`src/pidc_pkg.sv`:
```
// Shared constants and register indices for the clamped PID controller.
`timescale 1ns / 1ps
`default_nettype none

package pidc_pkg;

  // Fraction bits of the Q8.8 gains.
  localparam int FRAC_BITS = 8;

  // Field widths.
  localparam int DATA_W  = 16;  // setpoint, gains, measurement, drive
  localparam int UPPER_W = 15;  // unsigned upper limit
  localparam int ERR_W   = DATA_W + 1;
  localparam int SUM_W   = ERR_W + 1;      // error plus integral, also error difference
  localparam int IMAX_W  = UPPER_W - 1;
  localparam int PROD_W  = DATA_W + SUM_W; // widest product
  localparam int ACC_W   = PROD_W + 2;     // sum of three products

  // Configuration register indices.
  localparam int CFG_IDX_W = 3;
  localparam logic [CFG_IDX_W-1:0] CFG_SETPOINT    = 3'd0;
  localparam logic [CFG_IDX_W-1:0] CFG_GAIN_P      = 3'd1;
  localparam logic [CFG_IDX_W-1:0] CFG_GAIN_I      = 3'd2;
  localparam logic [CFG_IDX_W-1:0] CFG_GAIN_D      = 3'd3;
  localparam logic [CFG_IDX_W-1:0] CFG_DRIVE_UPPER = 3'd4;
  localparam logic [CFG_IDX_W-1:0] CFG_DRIVE_LOWER = 3'd5;

  // Reset values of the output limits.
  localparam logic [UPPER_W-1:0] UPPER_RESET = 15'h7FFF;
  localparam logic [DATA_W-1:0]  LOWER_RESET = 16'h8000;

  // Input mode codes.
  localparam logic MODE_SAMPLE = 1'b0;
  localparam logic MODE_CLEAR  = 1'b1;

endpackage

`default_nettype wire

```
`src/pid_controller_clamped_top.sv`:
```
// Top level of the positional PID controller with integral clamping.
//
// Usage. Each request on the input channel (in_valid, in_stall, mode, measured)
// is either a measurement sample (mode 0) or a clear request (mode 1). Every
// request yields exactly one result on the output channel (out_valid,
// out_stall, drive). A request is taken at a rising edge where valid is high
// and stall is low, on either channel.
// A request taken into the input register is worked through in a single
// combinational pass (three multiplies in parallel, one sum, shift and
// clamp) before it is loaded into the result register that holds drive.
// Throughput is one request per cycle while the receiver does not stall,
// set by that single pass, since the integral and previous error are updated
// at the same edge that loads the result register.
// When the receiver stalls, the result is held; the input register keeps
// accepting until it too is full, after which in_stall rises.
// Reset clears both valid flags, the integral and the previous error, and
// returns the configuration registers to their reset values (zero setpoint
// and gains, full-scale limits). Configuration writes are always accepted
// (cfg_ready is high); indices beyond the sixth register are ignored.
`timescale 1ns / 1ps
`default_nettype none

module pid_controller_clamped_top (
  input  wire logic                              clk,
  input  wire logic                              rst,
  // sample channel
  input  wire logic                              in_valid,
  output logic                                   in_stall,
  input  wire logic                              mode,
  input  wire logic signed [pidc_pkg::DATA_W-1:0] measured,
  // result channel
  output logic                                   out_valid,
  input  wire logic                              out_stall,
  output logic signed [pidc_pkg::DATA_W-1:0]     drive,
  // configuration channel
  input  wire logic                              cfg_valid,
  output logic                                   cfg_ready,
  input  wire logic [pidc_pkg::CFG_IDX_W-1:0]    cfg_index,
  input  wire logic [pidc_pkg::DATA_W-1:0]       cfg_data
);
  import pidc_pkg::*;

  // Configuration registers.
  logic signed [DATA_W-1:0]  setpoint;
  logic signed [DATA_W-1:0]  gain_p;
  logic signed [DATA_W-1:0]  gain_i;
  logic signed [DATA_W-1:0]  gain_d;
  logic        [UPPER_W-1:0] drive_upper;
  logic signed [DATA_W-1:0]  drive_lower;

  // Controller state.
  logic signed [ERR_W-1:0] integral_sum;
  logic signed [ERR_W-1:0] prior_error;

  // Input register.
  logic                     s1_valid;
  logic                     mode_q;
  logic signed [DATA_W-1:0] measured_q;

  // Datapath.
  logic signed [ERR_W-1:0]    err;
  logic signed [SUM_W-1:0]    isum_raw;
  logic signed [SUM_W-1:0]    imax_pos;
  logic signed [SUM_W-1:0]    imax_neg;
  logic signed [ERR_W-1:0]    isum;
  logic signed [SUM_W-1:0]    err_diff;
  logic signed [PROD_W-2:0]   prod_p;
  logic signed [PROD_W-2:0]   prod_i;
  logic signed [PROD_W-1:0]   prod_d;
  logic signed [ACC_W-1:0]    acc;
  logic signed [ACC_W-1:0]    res;
  logic signed [ACC_W-1:0]    upper_ext;
  logic signed [ACC_W-1:0]    lower_ext;
  logic signed [DATA_W-1:0]   drive_next;
  logic        [IMAX_W-1:0]   imax;

  logic out_free;
  logic advance;

  assign cfg_ready = 1'b1;

  // Configuration writes.
  always_ff @(posedge clk) begin
    if (rst) begin
      setpoint    <= '0;
      gain_p      <= '0;
      gain_i      <= '0;
      gain_d      <= '0;
      drive_upper <= UPPER_RESET;
      drive_lower <= LOWER_RESET;
    end else if (cfg_valid && cfg_ready) begin
      unique case (cfg_index)
        CFG_SETPOINT:    setpoint    <= cfg_data;
        CFG_GAIN_P:      gain_p      <= cfg_data;
        CFG_GAIN_I:      gain_i      <= cfg_data;
        CFG_GAIN_D:      gain_d      <= cfg_data;
        CFG_DRIVE_UPPER: drive_upper <= cfg_data[UPPER_W-1:0];
        CFG_DRIVE_LOWER: drive_lower <= cfg_data;
        default: ;
      endcase
    end
  end

  // Handshake: the output register is free when empty or being drained, and
  // the input register moves on whenever the output register is free.
  assign out_free = !out_valid || !out_stall;
  assign advance  = s1_valid && out_free;
  assign in_stall = s1_valid && !out_free;

  always_ff @(posedge clk) begin
    if (rst) begin
      s1_valid <= 1'b0;
    end else if (!in_stall) begin
      s1_valid <= in_valid;
    end
  end

  always_ff @(posedge clk) begin
    if (in_valid && !in_stall) begin
      mode_q     <= mode;
      measured_q <= measured;
    end
  end

  // Error and clamped integral.
  assign err = {setpoint[DATA_W-1], setpoint} - {measured_q[DATA_W-1], measured_q};
  assign isum_raw = {integral_sum[ERR_W-1], integral_sum} + {err[ERR_W-1], err};
  assign imax     = drive_upper[UPPER_W-1:1];
  assign imax_pos = $signed({{(SUM_W-IMAX_W){1'b0}}, imax});
  assign imax_neg = -imax_pos;

  always_comb begin
    if (isum_raw > imax_pos) begin
      isum = imax_pos[ERR_W-1:0];
    end else if (isum_raw < imax_neg) begin
      isum = imax_neg[ERR_W-1:0];
    end else begin
      isum = isum_raw[ERR_W-1:0];
    end
  end

  assign err_diff = {err[ERR_W-1], err} - {prior_error[ERR_W-1], prior_error};

  // Three independent products, summed exactly. Operands are sign-extended
  // to the product width first.
  assign prod_p = $signed({{(PROD_W-1-DATA_W){gain_p[DATA_W-1]}}, gain_p})
                * $signed({{(PROD_W-1-ERR_W){err[ERR_W-1]}}, err});
  assign prod_i = $signed({{(PROD_W-1-DATA_W){gain_i[DATA_W-1]}}, gain_i})
                * $signed({{(PROD_W-1-ERR_W){isum[ERR_W-1]}}, isum});
  assign prod_d = $signed({{(PROD_W-DATA_W){gain_d[DATA_W-1]}}, gain_d})
                * $signed({{(PROD_W-SUM_W){err_diff[SUM_W-1]}}, err_diff});

  assign acc = {{3{prod_p[PROD_W-2]}}, prod_p}
             + {{3{prod_i[PROD_W-2]}}, prod_i}
             + {{2{prod_d[PROD_W-1]}}, prod_d};

  // Arithmetic shift rounds toward minus infinity.
  assign res = acc >>> FRAC_BITS;

  assign upper_ext = $signed({{(ACC_W-UPPER_W){1'b0}}, drive_upper});
  assign lower_ext = {{(ACC_W-DATA_W){drive_lower[DATA_W-1]}}, drive_lower};

  // With crossed limits, a result above the upper limit gets the upper one, any other the lower one.
  always_comb begin
    if (mode_q == MODE_CLEAR) begin
      drive_next = '0;
    end else if (res > upper_ext) begin
      drive_next = {1'b0, drive_upper};
    end else if (res < lower_ext) begin
      drive_next = drive_lower;
    end else begin
      drive_next = res[DATA_W-1:0];
    end
  end

  // State update at the same edge that loads the result.
  always_ff @(posedge clk) begin
    if (rst) begin
      integral_sum <= '0;
      prior_error  <= '0;
    end else if (advance) begin
      if (mode_q == MODE_CLEAR) begin
        integral_sum <= '0;
        prior_error  <= '0;
      end else begin
        integral_sum <= isum;
        prior_error  <= err;
      end
    end
  end

  // Result register.
  always_ff @(posedge clk) begin
    if (rst) begin
      out_valid <= 1'b0;
    end else if (out_free) begin
      out_valid <= s1_valid;
    end
  end

  always_ff @(posedge clk) begin
    if (advance) begin
      drive <= drive_next;
    end
  end

  // A clear request empties the state and yields a zero drive.
  a_clear_zero: assert property (@(posedge clk) disable iff (rst)
    advance && (mode_q == MODE_CLEAR) |=>
      out_valid && (drive == '0) && (integral_sum == '0) && (prior_error == '0))
    else $error("clear request did not zero the controller");

  // Every result obeys the upper limit, except where crossed limits give the
  // lower one.
  a_upper_bound: assert property (@(posedge clk) disable iff (rst)
    advance |=> ($signed(drive) <= $signed({1'b0, drive_upper})) || (drive == drive_lower))
    else $error("drive above upper limit");

  // A request held back by a stalled output is neither lost nor altered.
  a_hold_input: assert property (@(posedge clk) disable iff (rst)
    s1_valid && !out_free |=> s1_valid && $stable(measured_q) && $stable(mode_q))
    else $error("input register changed while blocked");

  // The state changes only when a request moves to the result register.
  a_state_stable: assert property (@(posedge clk) disable iff (rst)
    !advance |=> $stable(integral_sum) && $stable(prior_error))
    else $error("controller state changed without a request");

endmodule

`default_nettype wire
```
`config.mk`:
```
export PLATFORM = sky130hd
export DESIGN_NAME = pid_controller_clamped_top
export DESIGN_NICKNAME = d
export VERILOG_FILES = /design/src/pidc_pkg.sv /design/src/pid_controller_clamped_top.sv
export SDC_FILE = /design/constraint.sdc
export NUM_CORES = 2
export LEC_CHECK = 0
export BUFFER_PORTS_ARGS = -buffer_cell sky130_fd_sc_hd__buf_2
export CORE_MARGIN = 2
export CORE_UTILIZATION = 50
export DETAILED_ROUTE_END_ITERATION = 12
export GPL_TIMING_DRIVEN = 1
export PLACE_DENSITY = 0.78
export SKIP_LAST_GASP = 1
export SYNTH_ARGS = -nofsm -noshare
export SYNTH_HDL_FRONTEND = slang
export SYNTH_SLANG_ARGS = --single-unit
```
`constraint.sdc`:
```
create_clock -name clk -period 49 [get_ports clk]
set_clock_uncertainty 0.1 [all_clocks]
set_input_delay 12.25 -clock clk [delete_from_list [all_inputs] [get_ports clk]]
set_output_delay 12.25 -clock clk [all_outputs]
set_load 0.01 [all_outputs]
```
==> insert_results.sql <==
INSERT INTO impl_metrics (metric_group, metric, value, unit) VALUES
('run_status', 'status', 'complete, no violations', ''),
('worst_setup_path', 'timing.critical_path.required', '36650', 'ps'),
('synthesis', 'syn-mean-instance-area', '8.949', 'um^2'),
('sta', 'max_freq', '39.90', 'MHz'),
('synthesis', 'share_of_synthesized_registers_carrying_an_async_set_or_reset', '0', '%'),
('sta', 'finalHoldViolCount', '0', ''),
('global_routing', 'grt_resource_usage_total', '28.73', '%'),
('layout', 'area.growth.synth_to_final', '4.253', '%'),
('global_routing', 'global_route.usage.met1', '36.74', '%'),
('clock_network', 'cts_buffers', '17', ''),
('layout', 'num-fill-cells', '7924', ''),
('pwr', 'power.static_leakage', '22.92', 'nW'),
('routing', 'length_of_the_first_detailed_routing_pass_in_iterations', '6', ''),
('floorplan', 'design.die.area', '91490', 'um^2'),
('synthesis', 'yosysWarnings', '0', ''),
('layout', 'layout_commonest_cell', 'sky130_fd_sc_hd__inv_1', ''),
('place', 'dpl.hpwl', '105600', 'um'),
('layout', 'layout_common_cells', 'sky130_fd_sc_hd__inv_1 (1,128), sky130_fd_sc_hd__fa_1 (990), sky130_fd_sc_hd__nand2_1 (662)', ''),
('floorplan', 'initial_utilization', '50.40', '%'),
('routing', 'route.vias.total', '34870', ''),
('synthesis', 'synth_enable_flop_cells', '33', ''),
('floorplan', 'boundaryPins', '60', ''),
('sta', 'period_minus_slack', '25070', 'ps'),
('synthesis', 'synthCells', '4977', ''),
('worst_setup_path', 'critical_path_start_type', 'primary input', ''),
('flow_run', 'max-cap-violations', '0', ''),
('place', 'gp_congestion', '0.9929', ''),
('synthesis', 'synth-main-ff-cell', 'sky130_fd_sc_hd__dfxtp_1', ''),
('sta', 'rsz0062_at_grt', 'no', ''),
('synthesis', 'synth.cell_area', '44540', 'um^2'),
('place', 'numPortBuffers', '58', ''),
('sta', 'timing.hold.ws', '356.7', 'ps'),
('clock_network', 'postCtsResizedCells', '0', ''),
('routing', 'drt_iter0_markers', '3303', ''),
('global_routing', 'antenna_found_initial', '7', ''),
('hold_path', 'hold_path_class', 'register to register', ''),
('worst_setup_path', 'worst-path-max-fanout', '3', ''),
('synthesis', 'synth-seq-cells', '164', ''),
('global_routing', 'grt-busiest-layer', 'met2', ''),
('pwr', 'vdd.ir_drop.worst', '37.97', 'uV'),
('clock_network', 'clk_latency', '510', 'ps'),
('global_routing', 'use_met3', '6.860', '%'),
('clock_network', 'cts_setup_buffers', '0', ''),
('clock_network', 'cts_tree', 'done', ''),
('layout', 'final_net_count', '6213', ''),
('floorplan', 'fp.dieH', '302.5', 'um'),
('layout', 'layoutNonFillerInstCount', '6041', ''),
('pwr', 'pwr_per_cell_area', '26.57', 'nW/um^2'),
('sta', 'max_slew_margin', '15.75', '%'),
('global_routing', 'grt_pass1_vias', '36880', ''),
('floorplan', 'core-area', '88370', 'um^2'),
('worst_setup_path', 'criticalPathCategory', 'primary input to output pin', ''),
('place', 'placed_cells', '6008', ''),
('clock_network', 'cts.htree.levels', '4', ''),
('global_routing', 'overflow', '0', ''),
('global_routing', 'global_route_wire_length_before_repair', '201700', 'um'),
('worst_setup_path', 'worstSetupEndpointType', 'output pin', ''),
('routing', 'detail_route.drc_violations', '0', ''),
('clock_network', 'clock_sinks', '164', ''),
('floorplan', 'floorplan.rows', '109', ''),
('synthesis', 'synth.yosys.seq_area_share', '8.113', '%'),
('sta', 'finalSetupViolCount', '0', ''),
('sta', 'final-max-slew-violation-count', '0', ''),
('routing', 'routed_wl', '126100', 'um'),
('routing', 'detail_route.vias_per_cell', '5.772', ''),
('synthesis', 'synth.net_count', '6328', ''),
('routing', 'post_drt_wl_per_cell', '20.87', 'um'),
('floorplan', 'floorplan.die.width', '302.5', 'um'),
('global_routing', 'pin_count_of_the_biggest_net_entering_global_routing', '74', ''),
('sta', 'worstMarginPinSlew', '1259', 'ps'),
('clock_network', 'cts.root.buffer_cell', 'sky130_fd_sc_hd__clkbuf_16', ''),
('layout', 'drive_gt1_share', '4.431', '%'),
('clock_network', 'cts.path.max_buffers', '2', ''),
('clock_network', 'cts_hold_buffers', '0', ''),
('sta', 'post-route-period-util', '51.15', '%'),
('routing', 'drt.antenna.violating_nets', '0', ''),
('synthesis', 'synth_cell_types', '93', ''),
('global_routing', 'met2_usage', '46.01', '%'),
('pwr', 'post-layout-total-power', '1.234', 'mW'),
('clock_network', 'path_clk_slew', '70', 'ps'),
('sta', 'setup_tns', '0', 'ps'),
('worst_setup_path', 'worstPathArrival', '12720', 'ps');
-- layer usage --
metal | part of all wire, % | vias up
met2 | 46 | 1959
met4 | 5.5 | 2
met3 | 11 | 443
li1 | - | 15090
met1 | 37 | 17370
met5 | 0.0095 | -
-- report_power, final --
group	leakage (nW)	total (mW)	internal, mW	switching (mW)
clock network	0.282	0.143	0.0726	0.0703
logic	21.3	0.933	0.331	0.602
registers	1.38	0.158	0.150	0.00842
-- synthesized netlist by cell type (all sizes together) (31+ instances only) --
cell       n  area, um^2
nand4     87       544.3
and2     168        1051
nand2    664        2497
nand3     87       440.4
buf       62       335.3
and4      41       359.1
nor3      58       300.3
xnor2     66       585.6
nor2b     67       419.2
clkbuf   193       727.0
inv     1128        4234
nand2b    37       231.5
dfxtp    131        2623
nor2     142       535.5
edfxtp    33       991.0
nor3b     50       375.4
a21oi    161       809.5
ha       320        4004
fa       990       19820
a31oi     31       200.2
o21ai    101       535.5
-- worst max-delay path, cell delays in order --
cell and delay (ps):
sky130_fd_sc_hd__buf_2 110, sky130_fd_sc_hd__and3_1 210, sky130_fd_sc_hd__buf_2 150
-- registers in the layout (all words and copies together), names as in the netlist --
name          cells
drive_lower      16
integral_sum     17
gain_p           16
drive_upper      15
gain_i           16
mode_q            1
prior_error      17
setpoint         16
s1_valid          1
out_valid         1
gain_d           16
drive            16
measured_q       16
-- metrics by stage --
step	util, %	worst slack [ps]	area, um^2
4_1_cts	52.54	23940	46430
3_5_place_dp	51.87	23940	45840
2_1_floorplan	-	24180	44540
3_3_place_gp	51.87	23930	45840
6_report	52.54	23930	46440
5_1_grt	52.54	23930	46430
-- worst paths after layout --
kind              cells past startpoint  slack, ps     startpoint         to
setup / recovery                      3      23930      out_stall   in_stall
hold / removal                        2        360      gain_d[5]  gain_d[5]
setup reg to reg                     58      29220  measured_q[1]  drive[12]
hold reg to reg                       2        360      gain_d[5]  gain_d[5]
-- final cells by class --
cell class | instances | area (um^2) | area share [%]
antenna | 1 | 2.502 | 0.005389
sequential | 164 | 3613 | 7.782
clock buffer | 18 | 429.2 | 0.9242
timing repair buffer | 121 | 765.7 | 1.649
clock inverter | 14 | 167.7 | 0.3611
inverter | 1132 | 4249 | 9.150
multi-input combinational | 3426 | 35750 | 76.99
tap | 1165 | 1458 | 3.139
-- kinds of logic after synthesis --
| family | synth area share [%] |
|---|---|
| AO/OA/AOI/OAI | 7.697 |
| XOR/XNOR | 1.531 |
| adder cells (fa/ha/maj) | 53.48 |
| buffers and inverters | 11.92 |
| flip-flops | 8.113 |
| multiplexers | 0.3961 |
| other | 0.008419 |
| AND/OR/NAND/NOR | 16.85 |
(Power assumes the default switching activity.)
